==> config.mk <==
export PLATFORM = sky130hd
export DESIGN_NAME = servo_ping_pong_sequencer
export DESIGN_NICKNAME = d
export VERILOG_FILES = /design/src/design/sps_pkg.sv /design/src/design/sps_step.sv /design/src/design/servo_ping_pong_sequencer.sv
export SDC_FILE = /design/constraint.sdc
export NUM_CORES = 1
export LEC_CHECK = 0
export BUFFER_PORTS_ARGS = -buffer_cell sky130_fd_sc_hd__buf_4
export CORE_UTILIZATION = 46
export CTS_BUF_LIST = sky130_fd_sc_hd__clkbuf_4 sky130_fd_sc_hd__clkbuf_8
export DETAILED_ROUTE_END_ITERATION = 10
export PLACE_DENSITY_LB_ADDON = 0.2
export SLEW_MARGIN = 25
export SYNTH_ARGS = -nofsm -noshare
export SYNTH_HDL_FRONTEND = slang
export SYNTH_SLANG_ARGS = --single-unit
==> constraint.sdc <==
create_clock -name clk -period 29.2 [get_ports clk]
set_input_delay 2.92 -clock clk [delete_from_list [all_inputs] [get_ports clk]]
set_output_delay 2.92 -clock clk [all_outputs]
set_load 0.01 [all_outputs]
==> src/design/sps_pkg.sv <==
// shared types, constants and conversion functions of the servo ping-pong sequencer
// no dependencies
`timescale 1ns / 1ps

package sps_pkg;

  localparam int CfgWidth   = 16;
  localparam int CfgIdxW    = 3;
  localparam int TimeW      = 32;
  localparam int RawStepsW  = 16;
  localparam int AngleW     = 9;
  localparam int StepsW     = 11;

  localparam logic [AngleW-1:0]   MaxAngle     = AngleW'(270);
  localparam logic [15:0]         SwapLimit    = 16'd360;
  localparam logic [StepsW-1:0]   MaxSteps     = StepsW'(1024);
  localparam logic [15:0]         DefaultSpeed = 16'd1500;
  localparam logic [15:0]         DefaultDwell = 16'd300;
  localparam logic [AngleW-1:0]   ArriveTol    = AngleW'(3);

  // floor(x / 270) == (x * StepsRecip) >> StepsShift for every x below 2^19
  localparam int                  StepsShift   = 28;
  localparam logic [19:0]         StepsRecip   = 20'd994206;

  typedef enum logic [CfgIdxW-1:0] {
    CFG_LOOP_ENABLE = 3'd0,
    CFG_ANGLE_A     = 3'd1,
    CFG_ANGLE_B     = 3'd2,
    CFG_DWELL_MS    = 3'd3,
    CFG_LOOP_SPEED  = 3'd4,
    CFG_LOOP_TIME   = 3'd5,
    CFG_GOAL_SPEED  = 3'd6,
    CFG_GOAL_TIME   = 3'd7
  } cfg_idx_t;

  typedef enum logic [1:0] {
    PH_IDLE   = 2'd0,
    PH_MOVING = 2'd1,
    PH_DWELL  = 2'd2
  } phase_t;

  typedef struct packed {
    logic        loop_enable;
    logic [15:0] angle_a;
    logic [15:0] angle_b;
    logic [15:0] dwell_ms;
    logic [15:0] loop_speed;
    logic [15:0] loop_time;
    logic [15:0] goal_speed;
    logic [15:0] goal_time;
  } sps_cfg_t;

  typedef struct packed {
    phase_t             phase;
    logic               toward_b;
    logic [AngleW-1:0]  target_angle;
    logic [TimeW-1:0]   dwell_start;
    logic [AngleW-1:0]  last_angle;
  } sps_state_t;

  typedef struct packed {
    logic                 mode;
    logic [TimeW-1:0]     now_ms;
    logic                 position_valid;
    logic [RawStepsW-1:0] present_steps;
  } sps_item_t;

  typedef struct packed {
    logic               move_valid;
    logic [StepsW-1:0]  move_steps;
    logic [15:0]        move_speed;
    logic [15:0]        move_time;
    logic [AngleW-1:0]  present_angle;
    logic [1:0]         loop_phase;
  } sps_result_t;

  // raw endpoint angle: undo byte swap, clamp to full travel
  function automatic logic [AngleW-1:0] raw_to_angle(input logic [15:0] raw);
    logic [15:0] deg;
    deg = (raw > SwapLimit) ? {raw[7:0], raw[15:8]} : raw;
    if (deg > 16'(MaxAngle)) begin
      deg = 16'(MaxAngle);
    end
    return deg[AngleW-1:0];
  endfunction

  // round(deg * 1024 / 270) by reciprocal multiply
  function automatic logic [StepsW-1:0] angle_to_steps(input logic [AngleW-1:0] deg);
    logic [18:0] num;
    logic [38:0] prod;
    logic [StepsW-1:0] q;
    num  = {deg, 10'b0} + 19'd135;
    prod = 39'(num) * 39'(StepsRecip);
    q    = prod[38:StepsShift];
    return (q > MaxSteps) ? MaxSteps : q;
  endfunction

  // round(steps * 270 / 1024), clamped
  function automatic logic [AngleW-1:0] steps_to_angle(input logic [RawStepsW-1:0] s);
    logic [24:0] p;
    logic [14:0] deg;
    p   = 25'(s) * 25'(MaxAngle) + 25'd512;
    deg = p[24:10];
    return (deg > 15'(MaxAngle)) ? MaxAngle : deg[AngleW-1:0];
  endfunction

endpackage

==> src/design/sps_step.sv <==
// next-state and result logic of the ping-pong loop for one transaction
// depends on sps_pkg
`timescale 1ns / 1ps

module sps_step import sps_pkg::*; (
  input  sps_cfg_t    cfg,
  input  sps_state_t  st,
  input  sps_item_t   item,
  output sps_state_t  st_nxt,
  output sps_result_t res
);

  logic              mv_req;
  logic              mv_use_b;
  logic [15:0]       mv_raw;
  logic [AngleW-1:0] mv_deg;
  logic [15:0]       spd;
  logic [15:0]       tim;
  logic [15:0]       dwell;
  logic [AngleW-1:0] new_last;
  logic [AngleW-1:0] diff;
  logic [TimeW-1:0]  elapsed;

  always_comb begin
    new_last = item.position_valid ? steps_to_angle(item.present_steps) : st.last_angle;
    diff     = (new_last > st.target_angle) ? new_last - st.target_angle
                                            : st.target_angle - new_last;
    dwell    = (cfg.dwell_ms == 16'd0) ? DefaultDwell : cfg.dwell_ms;
    elapsed  = item.now_ms - st.dwell_start;

    st_nxt   = st;
    mv_req   = 1'b0;
    mv_use_b = 1'b0;

    if (item.mode) begin
      if (cfg.loop_enable) begin
        st_nxt.phase    = PH_MOVING;
        st_nxt.toward_b = 1'b1;
        mv_req          = 1'b1;
      end else begin
        st_nxt.phase = PH_IDLE;
      end
    end else begin
      st_nxt.last_angle = new_last;
      if (cfg.loop_enable) begin
        case (st.phase)
          PH_IDLE: begin
            st_nxt.phase    = PH_MOVING;
            st_nxt.toward_b = 1'b1;
            mv_req          = 1'b1;
          end
          PH_MOVING: begin
            if (diff <= ArriveTol) begin
              st_nxt.phase       = PH_DWELL;
              st_nxt.dwell_start = item.now_ms;
            end
          end
          PH_DWELL: begin
            if (elapsed >= TimeW'(dwell)) begin
              st_nxt.phase    = PH_MOVING;
              st_nxt.toward_b = ~st.toward_b;
              mv_req          = 1'b1;
              mv_use_b        = st.toward_b;
            end
          end
          default: begin
            // unreachable phase code holds
          end
        endcase
      end else begin
        st_nxt.phase = PH_IDLE;
      end
    end

    mv_raw = mv_use_b ? cfg.angle_b : cfg.angle_a;
    mv_deg = raw_to_angle(mv_raw);
    spd    = (cfg.loop_speed != 16'd0) ? cfg.loop_speed : cfg.goal_speed;
    tim    = (cfg.loop_time != 16'd0) ? cfg.loop_time : cfg.goal_time;
    if (spd == 16'd0 && tim == 16'd0) begin
      spd = DefaultSpeed;
    end

    if (mv_req) begin
      st_nxt.target_angle = mv_deg;
    end

    res.move_valid    = mv_req;
    res.move_steps    = mv_req ? angle_to_steps(mv_deg) : '0;
    res.move_speed    = mv_req ? spd : '0;
    res.move_time     = mv_req ? tim : '0;
    res.present_angle = st_nxt.last_angle;
    res.loop_phase    = st_nxt.phase;
  end

endmodule

==> src/design/servo_ping_pong_sequencer.sv <==
// servo ping-pong sequencer: moves a servo between two endpoints with dwell
// an input transaction passes through the input register and then the result register
// throughput one transaction per cycle while the result is not stalled; loop state updates as the result register loads
// synchronous active-low reset clears valids, loop state and all config registers
// depends on sps_pkg and sps_step
`timescale 1ns / 1ps

module servo_ping_pong_sequencer import sps_pkg::*; (
  input  logic                 clk,
  input  logic                 rst_n,
  input  logic                 cfg_we,
  input  logic [CfgIdxW-1:0]   cfg_index,
  input  logic [CfgWidth-1:0]  cfg_wdata,
  input  logic                 in_valid,
  output logic                 in_stall,
  input  logic                 in_mode,
  input  logic [TimeW-1:0]     in_now_ms,
  input  logic                 in_position_valid,
  input  logic [RawStepsW-1:0] in_present_steps,
  output logic                 out_valid,
  input  logic                 out_stall,
  output logic                 out_move_valid,
  output logic [StepsW-1:0]    out_move_steps,
  output logic [15:0]          out_move_speed,
  output logic [15:0]          out_move_time,
  output logic [AngleW-1:0]    out_present_angle,
  output logic [1:0]           out_loop_phase
);

  sps_cfg_t    cfg_r;
  sps_state_t  st_r, st_nxt;
  sps_item_t   item_r;
  logic        item_valid_r;
  sps_result_t res_r, res_nxt;
  logic        out_valid_r;
  logic        advance;
  logic        in_take;

  assign advance  = !out_valid_r || !out_stall;
  assign in_stall = item_valid_r && !advance;
  assign in_take  = in_valid && !in_stall;

  always_ff @(posedge clk) begin
    if (!rst_n) begin
      cfg_r <= '0;
    end else if (cfg_we) begin
      case (cfg_idx_t'(cfg_index))
        CFG_LOOP_ENABLE: cfg_r.loop_enable <= cfg_wdata[0];
        CFG_ANGLE_A:     cfg_r.angle_a     <= cfg_wdata;
        CFG_ANGLE_B:     cfg_r.angle_b     <= cfg_wdata;
        CFG_DWELL_MS:    cfg_r.dwell_ms    <= cfg_wdata;
        CFG_LOOP_SPEED:  cfg_r.loop_speed  <= cfg_wdata;
        CFG_LOOP_TIME:   cfg_r.loop_time   <= cfg_wdata;
        CFG_GOAL_SPEED:  cfg_r.goal_speed  <= cfg_wdata;
        CFG_GOAL_TIME:   cfg_r.goal_time   <= cfg_wdata;
        default: begin
        end
      endcase
    end
  end

  sps_step u_step (
    .cfg    (cfg_r),
    .st     (st_r),
    .item   (item_r),
    .st_nxt (st_nxt),
    .res    (res_nxt)
  );

  // input register
  always_ff @(posedge clk) begin
    if (!rst_n) begin
      item_valid_r <= 1'b0;
    end else if (!item_valid_r || advance) begin
      item_valid_r <= in_take;
    end
  end

  always_ff @(posedge clk) begin
    if (in_take) begin
      item_r <= '{mode: in_mode, now_ms: in_now_ms,
                  position_valid: in_position_valid, present_steps: in_present_steps};
    end
  end

  // loop state commits when the transaction moves into the result register
  always_ff @(posedge clk) begin
    if (!rst_n) begin
      st_r <= '{phase: PH_IDLE, toward_b: 1'b0, target_angle: '0,
                dwell_start: '0, last_angle: '0};
    end else if (item_valid_r && advance) begin
      st_r <= st_nxt;
    end
  end

  always_ff @(posedge clk) begin
    if (!rst_n) begin
      out_valid_r <= 1'b0;
    end else if (advance) begin
      out_valid_r <= item_valid_r;
    end
  end

  always_ff @(posedge clk) begin
    if (item_valid_r && advance) begin
      res_r <= res_nxt;
    end
  end

  assign out_valid         = out_valid_r;
  assign out_move_valid    = res_r.move_valid;
  assign out_move_steps    = res_r.move_steps;
  assign out_move_speed    = res_r.move_speed;
  assign out_move_time     = res_r.move_time;
  assign out_present_angle = res_r.present_angle;
  assign out_loop_phase    = res_r.loop_phase;

endmodule

==> key figures <==
Floorplan
  – I/O pin count: 131
  – Core ar.: 43,080 sq um
  – Die X: 211.0 microns
  – Site row count: 76
  – Die Area: 44,530 sq um
  – Initial cell density of the core: 46.65%
  – Die height: 211.0 microns

Clock tree
  – Clk buf depth: 3
  – CTS Buf Count: 49
  – CTS tree: done
  – Clock sink total: 273
  – Clk Latency, worst-skew pair: 0.64 ns
  – H-tree levels: 2
  – Number of setup buffers added after CTS: 0
  – Clk root buf: clkbuf_8
  – Post-cts resize count: 0
  – Cts-stage hold buffer count: 0
  – Reg clk slew, reported paths: 0.05 ns

Timing
  – Slew HR: 43.58%
  – Crit path time final: 11.83 ns
  – Clock skew: 0.02626 ns
  – Fmax achieved: 84.56 MHz
  – Hold Fails Final Rpt: 0
  – Total negative setup slack: 0 ns
  – Worst Max-Slew Pin Slew: 0.8385 ns
  – RSZ-0062 raised after global routing: no
  – Fin crit share: 40.50%
  – Final Slew Violations: 0
  – Final setup violation count: 0

Yosys
  – Synth Warn #: 0
  – Seq/Total Area, Yosys: 32.43%
  – Largest area contributor in the netlist: dfxtp_1
  – #FFs+latches synth: 273
  – Post-synth EDFFs: 105
  – Fraction of registers with async set/reset: 0%
  – Synth top cells by count: 360 x nand2_1, 280 x inv_1, 255 x a21oi_1
  – Synth area leaders: dfxtp_1 17%, edfxtp_1 16%, ha_1 15%, fa_1 8.1%, nand2_1 6.7%
  – Most common cell in the netlist: nand2_1
  – Post-synth net total: 2,723
  – Primary FF master, synth: dfxtp_1
  – Netlist cell types: 95
  – Mapped cell area: 20,100 sq um
  – Cells after Synth: 2,331
  – Share of the synthesized area in the top cell type: 16.74%
  – Mean post-synth cell area: 8.621 sq um

Global route
  – Vias in the first global route: 16.28k
  – First-pass GRT wire length: 82,730 microns
  – Initial antenna violation count: 1
  – Aggregate global-route resource usage: 23.20%
  – Largest net degree at the start of global routing: 109
  – GR Overflow Total: 0

Setup path
  – CP Capture Type: flip-flop
  – Crit-path max cell delay: 0.58 ns
  – Crit path launch type: flip-flop
  – Crit path DAT: 12.21 ns
  – R2r endpoint: out_move_steps[0]$_SDFFCE_PP0P_
  – Critical path class: reg2reg
  – R2R Path Start: item_r[17]$_DFFE_PP_
  – CP Buf/Inv Count: 4
  – Worst path slowest cell: o21ai_1
  – Required time worst endpoint: 29.58 ns
  – Crit-path max FO: 13
  – Reg2reg path depth: 42
  – CP delay by family, top: adder cells
  – Origin of the worst setup path: item_r[17]$_DFFE_PP_
  – R2R Setup Slk: 17.37 ns

Detailed routing
  – Pre-antenna DRT Iters: 5
  – DR iter-0 viols: 844
  – DRT Wirelength: 50,890 microns
  – Number of vias per cell: 5.352
  – Drt drc: 0
  – WL/cell: 16.63 microns
  – Routed vias: 16.38k
  – ANT nets after route: 0

Worst hold path
  – Worst hold path depth: 2
  – Worst hold start: st_r[38]$_SDFFE_PN0P_
  – Hold endpoint: st_r[38]$_SDFFE_PN0P_
  – Worst hold-check path type: reg2reg

Final layout
  – ANT cells: 0
  – Share of cells above drive strength 1: 11.11%
  – Area Overhead vs Synth: 12.18%
  – Final nets: 2,827

Power and ir drop
  – Total power: 1310 uW
  – Leak: 0.009848 uW
  – Pwr/cell area: 58.11 nW/um^2
  – Maximum VDD drop: 34.02 uV

Outcome
  – Status: finished clean

Place
  – Routability Congestion: 0.9306
  – PortBufs: 130
  – Hpwl dp: 38,740 microns

Job
  – Max cap viols: 0
[worst max-delay path by stage]
stage | endpoint | slack (ns) | depth (start not counted)
floorplan | out_move_steps[0]$_SDFFCE_PP0P_ | 18.94 | 47
global placement | out_move_steps[8]$_SDFFCE_PP0P_ | 17.43 | 42
detailed placement | out_move_steps[8]$_SDFFCE_PP0P_ | 17.09 | 42
CTS | out_move_steps[0]$_SDFFCE_PP0P_ | 17.04 | 42
global route | out_move_steps[1]$_SDFFCE_PP0P_ | 16.41 | 44
finish | out_move_steps[0]$_SDFFCE_PP0P_ | 17.37 | 42
[metrics by stage]
| stage | util (%) | worst slack [ns] | hold slack, ns | instance area [sq um] | std cells |
|---|---|---|---|---|---|
| 4_1_cts | 52.28 | 17.04 | 0.4694 | 22520 | 3061 |
| 3_3_place_gp | 49.91 | 17.43 | 0.4533 | 21500 | 2969 |
| 5_1_grt | 52.33 | 16.41 | 0.4871 | 22540 | 3061 |
| 2_1_floorplan | - | 18.94 | 0.4422 | 20100 | 2331 |
| 3_5_place_dp | 49.92 | 17.09 | 0.4619 | 21500 | 2969 |
| 6_report | 52.33 | 17.37 | 0.4685 | 22540 | 3061 |
[power by group]
group	switching [uW]	internal, uW	leakage, uW
clock	167	209	0.000548
sequential	8.43	408	0.00235
combinational	313	205	0.00695
total	488	822	0.00985
[state kept, by name, summed over array words and instances, names as in the netlist]
register and flops:
item_r 50, st_r 53, out_valid 1, out_loop_phase 2
out_move_speed 16, cfg_r 113, out_move_time 16, out_move_steps 11
out_present_angle 9, item_valid_r 1, out_move_valid 1
[worst min-delay path, stage by stage, from the launching register on]
cell and delay (ns):
dfxtp_1 0.31, nand3_1 0.05, o21ai_0 0.06
[per-layer routing]
| layer | share of wire (%) | wire (microns) | up-vias | track usage [%] |
|---|---|---|---|---|
| li1 | - | - | 8222 | - |
| met1 | 47 | 23710 | 7693 | 31.15 |
| met2 | 45 | 23000 | 378 | 37.65 |
| met3 | 5.7 | 2886 | 89 | 4.282 |
| met4 | 2.5 | 1288 | 0 | 7.396 |
| met5 | 0 | 0 | - | 0 |
[cell usage in the layout (no fill, tap or decap), types with 5 or more instances in the layout]
| cell | count |
|---|---|
| a211oi_1 | 19 |
| a21o_1 | 33 |
| a21oi_1 | 255 |
| a21oi_2 | 5 |
| a31oi_1 | 18 |
| and2_1 | 9 |
| and3_1 | 21 |
| and4_1 | 6 |
| buf_4 | 135 |
| clkbuf_4 | 22 |
| clkbuf_8 | 51 |
| clkinv_1 | 6 |
| clkinv_2 | 9 |
| dfxtp_1 | 168 |
| edfxtp_1 | 105 |
| fa_1 | 81 |
| ha_1 | 237 |
| inv_1 | 279 |
| mux2i_1 | 12 |
| nand2_1 | 360 |
| nand2b_1 | 21 |
| nand3_1 | 62 |
| nand4_1 | 19 |
| nor2_1 | 129 |
| nor2_2 | 7 |
| nor2b_1 | 20 |
| nor3_1 | 24 |
| nor4_1 | 26 |
| o211ai_1 | 5 |
| o21a_1 | 12 |
| o21ai_0 | 82 |
| o21ai_1 | 9 |
| o21bai_1 | 13 |
| o22ai_1 | 8 |
| o31ai_1 | 12 |
| or3_1 | 7 |
| or4_1 | 7 |
| xnor2_1 | 49 |
| xor2_1 | 32 |
[cell families (layout without fill, tap and decap cells)]
kind of cell | count (synthesis) | after routing | synth area share [%]
AND/OR/NAND/NOR | 742 | 742 | 16.90
AO/OA/AOI/OAI | 535 | 535 | 16.36
buffers and inverters | 365 | 510 | 7.085
adder cells (fa/ha/maj) | 319 | 319 | 22.88
flip-flops | 273 | 273 | 32.43
XOR/XNOR | 81 | 81 | 3.530
multiplexers | 16 | 16 | 0.8219
[final cells by class]
cell class	count	area, sq um
clock buffer	73	867.1
clock inverter	19	150.1
fill	4088	20530
inverter	282	1062
multi-input combinational	1693	12190
sequential	273	6516
tap	585	732.0
timing repair buffer	136	1025
No activity file was read; power rests on OpenSTA's default activity.
